[src/sv/mieu_pkg.sv]
// Shared operation codes, types and helpers for the integer execute unit.
`default_nettype none
package mieu_pkg;
    typedef logic [4:0]  t_ridx;
    typedef logic [63:0] t_dword;
    typedef logic [1:0]  t_mdu_op;

    localparam logic [4:0] A_J     = 5'd0;
    localparam logic [4:0] A_JAL   = 5'd1;
    localparam logic [4:0] A_JR    = 5'd2;
    localparam logic [4:0] A_JALR  = 5'd3;
    localparam logic [4:0] A_BEQ   = 5'd4;
    localparam logic [4:0] A_BNE   = 5'd5;
    localparam logic [4:0] A_BLEZ  = 5'd6;
    localparam logic [4:0] A_BGTZ  = 5'd7;
    localparam logic [4:0] A_BLTZ  = 5'd8;
    localparam logic [4:0] A_BGEZ  = 5'd9;
    localparam logic [4:0] A_BEQL  = 5'd10;
    localparam logic [4:0] A_BNEL  = 5'd11;
    localparam logic [4:0] A_ADDIU = 5'd12;
    localparam logic [4:0] A_SLTI  = 5'd13;
    localparam logic [4:0] A_SLTIU = 5'd14;
    localparam logic [4:0] A_ANDI  = 5'd15;
    localparam logic [4:0] A_ORI   = 5'd16;
    localparam logic [4:0] A_LUI   = 5'd17;
    localparam logic [4:0] A_SLL   = 5'd18;
    localparam logic [4:0] A_SRA   = 5'd19;
    localparam logic [4:0] A_MOVN  = 5'd20;
    localparam logic [4:0] A_MFHI  = 5'd21;
    localparam logic [4:0] A_MFLO  = 5'd22;
    localparam logic [4:0] A_MULT  = 5'd23;
    localparam logic [4:0] A_DIV   = 5'd24;
    localparam logic [4:0] A_DIVU  = 5'd25;
    localparam logic [4:0] A_ADDU  = 5'd26;
    localparam logic [4:0] A_SUBU  = 5'd27;
    localparam logic [4:0] A_OR    = 5'd28;
    localparam logic [4:0] A_SLTU  = 5'd29;
    localparam logic [4:0] A_DADDU = 5'd30;

    localparam t_mdu_op M_MULT = 2'd0;
    localparam t_mdu_op M_DIV  = 2'd1;
    localparam t_mdu_op M_DIVU = 2'd2;

    localparam int RegCount = 32;
    localparam logic [31:0] JumpRegionMask = 32'hF000_0000;

    function automatic t_dword sx32(input logic [31:0] v);
        return {{32{v[31]}}, v};
    endfunction
endpackage
`default_nettype wire

[src/sv/mieu_ram.sv]
// Generic single-write, single-read RAM with registered read data.
`default_nettype none
module mieu_ram #(
    parameter int Width = 64,
    parameter int Depth = 32
) (
    input  wire logic                     i_clk,
    input  wire logic                     i_we,
    input  wire logic [$clog2(Depth)-1:0] i_waddr,
    input  wire logic [Width-1:0]         i_wdata,
    input  wire logic                     i_re,
    input  wire logic [$clog2(Depth)-1:0] i_raddr,
    output logic      [Width-1:0]         o_rdata
);
    logic [Width-1:0] r_mem [Depth];

    always_ff @(posedge i_clk) begin
        if (i_we) begin
            r_mem[i_waddr] <= i_wdata;
        end
        if (i_re) begin
            o_rdata <= r_mem[i_raddr];
        end
    end
endmodule
`default_nettype wire

[src/sv/mieu_mdu.sv]
// Iterative radix-2 multiply/divide unit sharing one 34-bit adder.
`default_nettype none
module mieu_mdu (
    input  wire logic              i_clk,
    input  wire logic              i_rst_n,
    input  wire logic              i_start,
    input  wire mieu_pkg::t_mdu_op i_op,
    input  wire logic [31:0]       i_a,
    input  wire logic [31:0]       i_b,
    output logic                   o_done,
    output mieu_pkg::t_dword       o_hi,
    output mieu_pkg::t_dword       o_lo
);
    import mieu_pkg::*;

    logic        r_busy, r_done;
    logic [4:0]  r_cnt;
    t_mdu_op     r_op;
    logic        r_neg_q, r_neg_r, r_dz;
    logic [31:0] r_a, r_opnd;
    logic [64:0] r_acc;

    logic        is_signed;
    logic [31:0] ma, mb;
    logic [33:0] add_x, add_y, sum;
    logic        add_cin;
    logic [64:0] n_acc;
    logic [63:0] prod;
    logic [31:0] quo, rem;

    always_comb begin
        is_signed = (i_op != M_DIVU);
        ma = (is_signed && i_a[31]) ? 32'(-i_a) : i_a;
        mb = (is_signed && i_b[31]) ? 32'(-i_b) : i_b;
    end

    // one adder: accumulate for multiply, trial subtract for divide
    always_comb begin
        if (r_op == M_MULT) begin
            add_x   = {1'b0, r_acc[64:32]};
            add_y   = r_acc[0] ? {2'b0, r_opnd} : 34'd0;
            add_cin = 1'b0;
        end else begin
            add_x   = {1'b0, r_acc[63:31]};
            add_y   = ~{2'b0, r_opnd};
            add_cin = 1'b1;
        end
        sum = add_x + add_y + {33'd0, add_cin};
        if (r_op == M_MULT) begin
            n_acc = {1'b0, sum[32:0], r_acc[31:1]};
        end else if (!sum[33]) begin
            n_acc = {1'b0, sum[31:0], r_acc[30:0], 1'b1};
        end else begin
            n_acc = {1'b0, r_acc[62:31], r_acc[30:0], 1'b0};
        end
    end

    always_ff @(posedge i_clk) begin
        if (!i_rst_n) begin
            r_busy <= 1'b0;
            r_done <= 1'b0;
            r_cnt  <= '0;
        end else begin
            r_done <= 1'b0;
            if (i_start) begin
                r_busy <= 1'b1;
                r_cnt  <= '0;
            end else if (r_busy) begin
                r_cnt <= r_cnt + 5'd1;
                if (r_cnt == 5'd31) begin
                    r_busy <= 1'b0;
                    r_done <= 1'b1;
                end
            end
        end
    end

    always_ff @(posedge i_clk) begin
        if (i_start) begin
            r_op    <= i_op;
            r_a     <= i_a;
            r_dz    <= (i_b == 32'd0);
            r_neg_q <= is_signed && (i_a[31] ^ i_b[31]);
            r_neg_r <= is_signed && i_a[31];
            if (i_op == M_MULT) begin
                r_opnd <= ma;
                r_acc  <= {33'd0, mb};
            end else begin
                r_opnd <= mb;
                r_acc  <= {33'd0, ma};
            end
        end else if (r_busy) begin
            r_acc <= n_acc;
        end
    end

    always_comb begin
        prod = r_neg_q ? 64'(-r_acc[63:0]) : r_acc[63:0];
        quo  = r_neg_q ? 32'(-r_acc[31:0]) : r_acc[31:0];
        rem  = r_neg_r ? 32'(-r_acc[63:32]) : r_acc[63:32];
        if (r_op == M_MULT) begin
            o_hi = sx32(prod[63:32]);
            o_lo = sx32(prod[31:0]);
        end else if (r_dz) begin
            o_hi = sx32(r_a);
            o_lo = (r_op == M_DIV && r_a[31]) ? 64'd1 : '1;
        end else begin
            o_hi = sx32(rem);
            o_lo = sx32(quo);
        end
    end

    assign o_done = r_done;
endmodule
`default_nettype wire

[src/sv/mips64_integer_execute_unit.sv]
// Top level: register file, instruction sequencer and result register.
// Sequence: register read on accept, execute in S_EXEC, then the result beat in
// S_OUT; mult/div/divu wait in S_MDU for the 32 steps of the radix-2 unit.
// A new instruction is taken only in S_IDLE, after the last result beat has left.
// Reset (synchronous, active low) clears the sequencer, hi/lo and the
// per-register valid bits, so every general register reads as zero.
`default_nettype none
module mips64_integer_execute_unit (
    input  wire logic          i_clk,
    input  wire logic          i_rst_n,
    input  wire logic          i_valid,
    output logic               o_stall,
    input  wire logic [4:0]    i_action,
    input  wire logic [4:0]    i_src_a_index,
    input  wire logic [4:0]    i_src_b_index,
    input  wire logic [4:0]    i_dest_index,
    input  wire logic [4:0]    i_shift_amount,
    input  wire logic [15:0]   i_immediate,
    input  wire logic [25:0]   i_jump_target,
    input  wire logic [31:0]   i_current_pc,
    input  wire logic [31:0]   i_sequential_next_pc,
    output logic               o_valid,
    input  wire logic          i_stall,
    output logic [31:0]        o_next_pc,
    output logic               o_branch_taken,
    output logic               o_skip_delay_slot,
    output logic               o_reg_written,
    output logic [4:0]         o_written_index,
    output logic [63:0]        o_written_value
);
    import mieu_pkg::*;

    localparam logic [1:0] S_IDLE = 2'd0;
    localparam logic [1:0] S_EXEC = 2'd1;
    localparam logic [1:0] S_MDU  = 2'd2;
    localparam logic [1:0] S_OUT  = 2'd3;

    logic [1:0]  r_state;
    logic [RegCount-1:0] r_rvalid;
    t_dword      r_hi, r_lo;
    logic        r_va_ok, r_vb_ok;

    logic [4:0]  r_act, r_rt, r_rd, r_sa;
    logic [15:0] r_imm;
    logic [25:0] r_tgt;
    logic [31:0] r_pc, r_seq;

    logic [31:0] r_npc;
    logic        r_taken, r_skip, r_wr;
    t_ridx       r_widx;
    t_dword      r_wval;

    t_dword      rd_a, rd_b, va, vb;
    logic        accept;

    logic [31:0] a, b, simm, jtarget, btarget, n_npc, sra_v;
    logic        n_taken, n_skip, n_wr, cond;
    t_ridx       n_widx;
    t_dword      n_wval;
    logic        is_mdu, rf_we;
    t_ridx       rf_widx;
    t_dword      rf_wval;
    t_mdu_op     mdu_op;
    logic        mdu_done;
    t_dword      mdu_hi, mdu_lo;

    assign accept  = i_valid && (r_state == S_IDLE);
    assign o_stall = (r_state != S_IDLE);

    mieu_ram #(.Width(64), .Depth(RegCount)) u_rf_a (
        .i_clk(i_clk), .i_we(rf_we), .i_waddr(rf_widx), .i_wdata(rf_wval),
        .i_re(accept), .i_raddr(i_src_a_index), .o_rdata(rd_a)
    );
    mieu_ram #(.Width(64), .Depth(RegCount)) u_rf_b (
        .i_clk(i_clk), .i_we(rf_we), .i_waddr(rf_widx), .i_wdata(rf_wval),
        .i_re(accept), .i_raddr(i_src_b_index), .o_rdata(rd_b)
    );

    assign va = r_va_ok ? rd_a : '0;
    assign vb = r_vb_ok ? rd_b : '0;

    always_comb begin
        case (r_act)
            A_MULT:  mdu_op = M_MULT;
            A_DIV:   mdu_op = M_DIV;
            default: mdu_op = M_DIVU;
        endcase
    end

    mieu_mdu u_mdu (
        .i_clk(i_clk), .i_rst_n(i_rst_n),
        .i_start(r_state == S_EXEC && is_mdu), .i_op(mdu_op),
        .i_a(va[31:0]), .i_b(vb[31:0]),
        .o_done(mdu_done), .o_hi(mdu_hi), .o_lo(mdu_lo)
    );

    always_comb begin
        a       = va[31:0];
        b       = vb[31:0];
        simm    = {{16{r_imm[15]}}, r_imm};
        jtarget = (r_pc & JumpRegionMask) | {4'd0, r_tgt, 2'b00};
        btarget = r_pc + {simm[29:0], 2'b00};
        sra_v   = 32'($signed(b) >>> r_sa);
        is_mdu  = (r_act inside {A_MULT, A_DIV, A_DIVU});
        n_npc   = r_seq;
        n_taken = 1'b0;
        n_skip  = 1'b0;
        n_wr    = 1'b0;
        n_widx  = '0;
        n_wval  = '0;
        cond    = 1'b0;
        case (r_act)
            A_J:     begin n_npc = jtarget; n_taken = 1'b1; end
            A_JAL:   begin
                n_npc = jtarget; n_taken = 1'b1;
                n_wr = 1'b1; n_widx = 5'd31; n_wval = {32'd0, r_seq};
            end
            A_JR:    begin n_npc = a; n_taken = 1'b1; end
            A_JALR:  begin
                n_npc = a; n_taken = 1'b1;
                n_wr = 1'b1; n_widx = r_rd; n_wval = {32'd0, r_seq};
            end
            A_BEQ, A_BEQL: cond = (a == b);
            A_BNE, A_BNEL: cond = (a != b);
            A_BLEZ:  cond = (a == 32'd0) || a[31];
            A_BGTZ:  cond = (a != 32'd0) && !a[31];
            A_BLTZ:  cond = a[31];
            A_BGEZ:  cond = !a[31];
            A_ADDIU: begin n_wr = 1'b1; n_widx = r_rt; n_wval = sx32(a + simm); end
            A_SLTI:  begin
                n_wr = 1'b1; n_widx = r_rt;
                n_wval = {63'd0, $signed(a) < $signed(simm)};
            end
            A_SLTIU: begin n_wr = 1'b1; n_widx = r_rt; n_wval = {63'd0, a < simm}; end
            A_ANDI:  begin n_wr = 1'b1; n_widx = r_rt; n_wval = {48'd0, a[15:0] & r_imm}; end
            A_ORI:   begin n_wr = 1'b1; n_widx = r_rt; n_wval = {32'd0, a | {16'd0, r_imm}}; end
            A_LUI:   begin n_wr = 1'b1; n_widx = r_rt; n_wval = sx32({r_imm, 16'd0}); end
            A_SLL:   begin n_wr = 1'b1; n_widx = r_rd; n_wval = sx32(b << r_sa); end
            A_SRA:   begin n_wr = 1'b1; n_widx = r_rd; n_wval = sx32(sra_v); end
            A_MOVN:  begin
                n_wr = (vb != '0); n_widx = r_rd; n_wval = va;
            end
            A_MFHI:  begin n_wr = 1'b1; n_widx = r_rd; n_wval = r_hi; end
            A_MFLO:  begin n_wr = 1'b1; n_widx = r_rd; n_wval = r_lo; end
            A_ADDU:  begin n_wr = 1'b1; n_widx = r_rd; n_wval = sx32(a + b); end
            A_SUBU:  begin n_wr = 1'b1; n_widx = r_rd; n_wval = sx32(a - b); end
            A_OR:    begin n_wr = 1'b1; n_widx = r_rd; n_wval = {32'd0, a | b}; end
            A_SLTU:  begin n_wr = 1'b1; n_widx = r_rd; n_wval = {63'd0, va < vb}; end
            A_DADDU: begin n_wr = 1'b1; n_widx = r_rd; n_wval = va + vb; end
            default: ;
        endcase
        if (r_act inside {[A_BEQ:A_BNEL]}) begin
            if (cond) begin
                n_npc   = btarget;
                n_taken = 1'b1;
            end else if (r_act inside {A_BEQL, A_BNEL}) begin
                n_skip = 1'b1;
            end
        end
        // register 0 is hardwired
        if (!n_wr || n_widx == 5'd0) begin
            n_wr   = 1'b0;
            n_widx = '0;
            n_wval = '0;
        end
    end

    // register file write: direct ops in S_EXEC, mult's rd on unit completion
    always_comb begin
        rf_we   = 1'b0;
        rf_widx = n_widx;
        rf_wval = n_wval;
        if (r_state == S_EXEC && !is_mdu) begin
            rf_we = n_wr;
        end else if (r_state == S_MDU && mdu_done && r_act == A_MULT) begin
            rf_we   = (r_rd != 5'd0);
            rf_widx = r_rd;
            rf_wval = mdu_lo;
        end
    end

    always_ff @(posedge i_clk) begin
        if (!i_rst_n) begin
            r_state  <= S_IDLE;
            r_rvalid <= '0;
            r_hi     <= '0;
            r_lo     <= '0;
        end else begin
            if (rf_we) begin
                r_rvalid[rf_widx] <= 1'b1;
            end
            case (r_state)
                S_IDLE: if (accept) r_state <= S_EXEC;
                S_EXEC: r_state <= is_mdu ? S_MDU : S_OUT;
                S_MDU: begin
                    if (mdu_done) begin
                        r_hi    <= mdu_hi;
                        r_lo    <= mdu_lo;
                        r_state <= S_OUT;
                    end
                end
                S_OUT: if (!i_stall) r_state <= S_IDLE;
                default: r_state <= S_IDLE;
            endcase
        end
    end

    always_ff @(posedge i_clk) begin
        if (accept) begin
            r_act   <= i_action;
            r_rt    <= i_src_b_index;
            r_rd    <= i_dest_index;
            r_sa    <= i_shift_amount;
            r_imm   <= i_immediate;
            r_tgt   <= i_jump_target;
            r_pc    <= i_current_pc;
            r_seq   <= i_sequential_next_pc;
            r_va_ok <= r_rvalid[i_src_a_index];
            r_vb_ok <= r_rvalid[i_src_b_index];
        end
        if (r_state == S_EXEC) begin
            r_npc   <= n_npc;
            r_taken <= n_taken;
            r_skip  <= n_skip;
            r_wr    <= n_wr;
            r_widx  <= n_widx;
            r_wval  <= n_wval;
        end else if (r_state == S_MDU && mdu_done && r_act == A_MULT) begin
            r_wr   <= (r_rd != 5'd0);
            r_widx <= r_rd;
            r_wval <= (r_rd != 5'd0) ? mdu_lo : '0;
        end
    end

    assign o_valid           = (r_state == S_OUT);
    assign o_next_pc         = r_npc;
    assign o_branch_taken    = r_taken;
    assign o_skip_delay_slot = r_skip;
    assign o_reg_written     = r_wr;
    assign o_written_index   = r_widx;
    assign o_written_value   = r_wval;
endmodule
`default_nettype wire

[config.mk]
export PLATFORM = sky130hd
export DESIGN_NAME = mips64_integer_execute_unit
export DESIGN_NICKNAME = d
export VERILOG_FILES = /design/src/sv/mieu_pkg.sv /design/src/sv/mieu_ram.sv /design/src/sv/mieu_mdu.sv /design/src/sv/mips64_integer_execute_unit.sv
export SDC_FILE = /design/constraint.sdc
export NUM_CORES = 2
export LEC_CHECK = 0
export BUFFER_PORTS_ARGS = -buffer_cell sky130_fd_sc_hd__buf_2
export CAP_MARGIN = 15
export CORE_AREA = 2 2 970 489
export DETAILED_ROUTE_END_ITERATION = 12
export DIE_AREA = 0 0 972 491
export GPL_TIMING_DRIVEN = 0
export HOLD_SLACK_MARGIN = 0.02
export PLACE_DENSITY = 0.46
export REMOVE_ABC_BUFFERS = 1
export SLEW_MARGIN = 5
export SYNTH_ARGS = -nofsm -noshare
export SYNTH_HDL_FRONTEND = slang
export SYNTH_SLANG_ARGS = --single-unit
[constraint.sdc]
create_clock -name i_clk -period 17.43 [get_ports i_clk]
set_input_delay 0 -clock i_clk [delete_from_list [all_inputs] [get_ports i_clk]]
set_output_delay 0 -clock i_clk [all_outputs]
set_load 0.05 [all_outputs]
==> flow_metrics.env <==
export IMPL_regArea_um2=78400
export IMPL_cts_buffers=277
export IMPL_p_seq_share_pct=41.3
export IMPL_grt_pass1_wl_um=811000
export IMPL_drcViolationCount=0
export IMPL_final_util_pct=35.7
export IMPL_fin_ws_ns=7.54
export IMPL_clockRootBuffer="clkbuf_16"
export IMPL_dieHeight_um=491
export IMPL_hold_path_depth=2
export IMPL_drv_slew=2
export IMPL_routed_wl_um=600000
export IMPL_hpwlAfterDp_um=431000
export IMPL_ys_seq_area_share_pct=56.0
export IMPL_drt_iter0_markers=15790
export IMPL_start_util_pct=29.9
export IMPL_timing_worst_setup_path_type="flip-flop to flip-flop"
export IMPL_cts_sinks=2646
export IMPL_fillCellCount=44112
export IMPL_worst_setup_path_end_kind="flip-flop"
export IMPL_htreeDepth=5
export IMPL_cp_start_kind="flip-flop"
export IMPL_r2r_start="r_vb_ok"
export IMPL_overflow=0
export IMPL_post_route_period_util_pct=56.7
export IMPL_fin_nets=10319
export IMPL_status="finished, violations left"
export IMPL_peakVddDrop_mv=0.0772
export IMPL_vias=98515
export IMPL_numPortBuffers=240
export IMPL_crit_chain="buf_16, buf_8, buf_16, buf_16, buf_16, and2_1, inv_1, ha_1, nand3_1, nor2_1, o2111ai_1, a311oi_1, nor2_1, o41ai_2, a31oi_1, o211a_1, o211ai_1, a2bb2oi_2, buf_8"
export IMPL_p_leak_nw=55.1
export IMPL_final_setup_tns_ns=0
export IMPL_area_growth_pct=19.3
export IMPL_p_comb_share_pct=28.9
export IMPL_drv_cap=1
export IMPL_setup_viol=0
export IMPL_syn_area_um2=140000
export IMPL_max_stage_delay_ns=1.22
export IMPL_ys_seq_elements=2646
export IMPL_antenna_found_initial=61
export IMPL_ys_types=100
export IMPL_wire_per_inst_um=36.5
export IMPL_slew_headroom_pct=-1.28
export IMPL_power_switching_mw=7.14
export IMPL_final_cell_mix="edfxtp_1, mux4_2, nand2_1"
export IMPL_ant_nets=0
export IMPL_clock_path_buffers=4
export IMPL_switching_share_pct=35.7
export IMPL_multiInputGateArea_um2=59300
export IMPL_place_ws_ns=8.02
export IMPL_r2r_worst_path_cells=19
export IMPL_cts_tree="built"
export IMPL_yosysWarnings=0
export IMPL_grt_max_degree=135
export IMPL_min_to="r_rd[3]"
export IMPL_insertion_delay_ns=0.93
export IMPL_tightest_slew_ns=1.50
export IMPL_grt_pass1_vias=93708
export IMPL_layout_commonest_cell="edfxtp_1"
export IMPL_min_path_type="input pin to flip-flop"
export IMPL_rows=178
export IMPL_violations="max-capacitance violations, max-slew violations"
export IMPL_slowest_stage="ha_1"
export IMPL_r2r_end="u_rf_a.r_mem[23][61]"
export IMPL_synth_cells=9374
export IMPL_internal_power_mw=12.9
export IMPL_die_x_um=972
export IMPL_timing_fmax_ghz=0.101
export IMPL_post_cts_buffers=0
export IMPL_ios=241
export IMPL_drive_above_1_share_pct=26.4
export IMPL_hold_viol_final=0
export IMPL_gp_congestion=0.987
export IMPL_synth_edff_count=2541
export IMPL_power_density_nw_per_um2=120
export IMPL_finalCriticalPeriod_ns=9.89
export IMPL_first_pass_iters=10
export IMPL_fin_skew_ns=0.0842
export IMPL_cp_max_fo=25
export IMPL_synth_ff_type="edfxtp_1"
export IMPL_worstPathRequired_ns=18.19
export IMPL_hp_start="i_dest_index[3]"
export IMPL_cp_common_cell="buf_16"
export IMPL_cp_arrival_ns=10.65
export IMPL_syn_area_per_cell_um2=14.9
export IMPL_rrSetupSlack_ns=7.54
export IMPL_viasPerCell=6.00
export IMPL_clockPowerShare_pct=29.8
export IMPL_design_power_total_mw=20.0
export IMPL_grt_usage_pct=24.4
export IMPL_rsz0062_at_grt="false"
export IMPL_die_area_um2=477000
export IMPL_synthArstFlopShare_pct=0
export IMPL_core_area_um2=468000
export IMPL_clk_pin_slew_ns=0.07
==> flip-flops by register name (all words and copies together) (netlist names), 5 cells and up <==
signal,count
u_rf_a.o_rdata,64
r_seq,32
r_lo,32
r_tgt,26
r_rt,5
o_written_index,5
r_act,5
r_rd,5
r_sa,5
u_mdu.r_opnd,32
r_rvalid,32
r_imm,16
u_mdu.r_cnt,5
o_next_pc,32
u_mdu.r_a,32
u_mdu.r_acc,64
r_hi,32
u_rf_b.o_rdata,64
o_written_value,64
u_rf_b.r_mem,1984
r_pc,32
u_rf_a.r_mem,64
==> kinds of logic (layout without fill, tap and decap cells) <==
logic type | after synthesis | in the layout | share of synthesized area (%)
and+or+nand+nor | 1853 | 1853 | 5.96
muxes | 1550 | 1550 | 22.9
other | 1 | 84 | 0.00268
AOI/OAI and AO/OA | 1827 | 1827 | 8.30
adders and majority gates | 285 | 285 | 2.57
buffers and inverters | 934 | 1600 | 2.53
DFF | 2646 | 2646 | 56.0
xor gates and xnor gates | 278 | 278 | 1.74
==> power by group through the flow <==
stage / Combinational, mW / Clock (mW) / Sequential (mW)
after global routing: 6.01 / 6.31 / 8.27
after floorplan: 2.54 / 0 / 8.50
final: 5.78 / 5.97 / 8.26
after detailed placement: 5.52 / 0 / 8.36
after CTS: 5.59 / 6.08 / 8.23
after global placement: 5.29 / 0 / 8.66
==> per-layer routing <==
| metal | part of all wire, % | GRT usage [%] | up-vias |
|---|---|---|---|
| met5 | 0.013 | 0 | - |
| li1 | - | - | 38968 |
| met3 | 13 | 8.36 | 652 |
| met1 | 46 | 38.6 | 52754 |
| met2 | 39 | 31.9 | 6129 |
| met4 | 1.8 | 4.02 | 12 |
==> metrics by stage <==
step           hold WS (ns)  std cells  area (µm²)
3_3_place_gp          0.176      15286      147000
2_1_floorplan        0.0989       8746      138000
6_report             0.0639      16423      167000
4_1_cts              0.0278      16389      167000
3_5_place_dp          0.178      15661      156000
5_1_grt              0.0358      16406      167000
==> final cells by class <==
cell class / count / share of cell area (%)
timing repair buffer: 876 / 7.15
inverter: 243 / 0.555
tap: 6300 / 4.72
antenna: 20 / 0.0299
sequential: 2646 / 46.9
clock inverter: 130 / 0.714
multi-input combinational: 5857 / 35.5
clock buffer: 351 / 4.44
==> worst max-delay path: cells and delay by family, from the launching register on <==
family,cells,cell delay [ns]
AOI/OAI and AO/OA,7,3.80
adders and majority gates,1,1.22
buffers and inverters,7,2.03
DFF,1,0.94
and+or+nand+nor,4,1.58
==> Yosys cell counts (18+ instances only) <==
cell	number	area, µm²
nand3_1	103	515
o31ai_1	36	270
o21ai_0	429	2150
o211ai_1	74	556
or3_1	40	250
xnor2_1	204	1790
a311oi_1	23	201
nor3_1	102	510
a21oi_1	505	2530
a21o_1	67	503
buf_1	144	541
nor2_1	537	2020
nor2b_1	45	282
mux2_2	158	1780
a221o_1	21	210
and2_1	65	407
dfxtp_1	105	2100
clkbuf_1	526	1970
nor4_1	43	269
or4_1	22	165
a211oi_1	81	608
nand2b_1	55	344
mux2i_1	79	791
mux4_2	1313	29600
ha_1	277	3470
o21bai_1	49	368
a31oi_1	93	582
o21a_1	50	375
nand4_1	38	238
a22oi_1	43	323
a221oi_1	66	578
nand2_1	712	2670
o221ai_1	23	201
or2_2	18	113
and3_1	25	156
xor2_1	74	648
inv_1	232	871
edfxtp_1	2541	76300
o22ai_1	88	551
==> what timing repair did <==
action	4_1_cts	5_1_grt
endpoints found under the hold margin	293	0
hold buffers	247	0
resized for setup	0	0
==> worst max path at each step <==
| stage | from | endpoint | slack [ns] | cells after the start |
|---|---|---|---|---|
| finish | r_vb_ok | u_rf_a.r_mem[23][61] | 7.54 | 19 |
| global route | r_vb_ok | u_rf_b.r_mem[22][61] | 7.67 | 19 |
| CTS | r_vb_ok | u_rf_b.r_mem[26][11] | 7.92 | 23 |
| detailed placement | r_vb_ok | u_rf_b.r_mem[26][1] | 8.02 | 23 |
| global placement | r_vb_ok | u_rf_b.r_mem[16][1] | -7.96 | 11 |
| floorplan | u_mdu.r_op[1] | u_mdu.r_acc[63] | 5.60 | 18 |
Power figures use the tool's default switching activity.
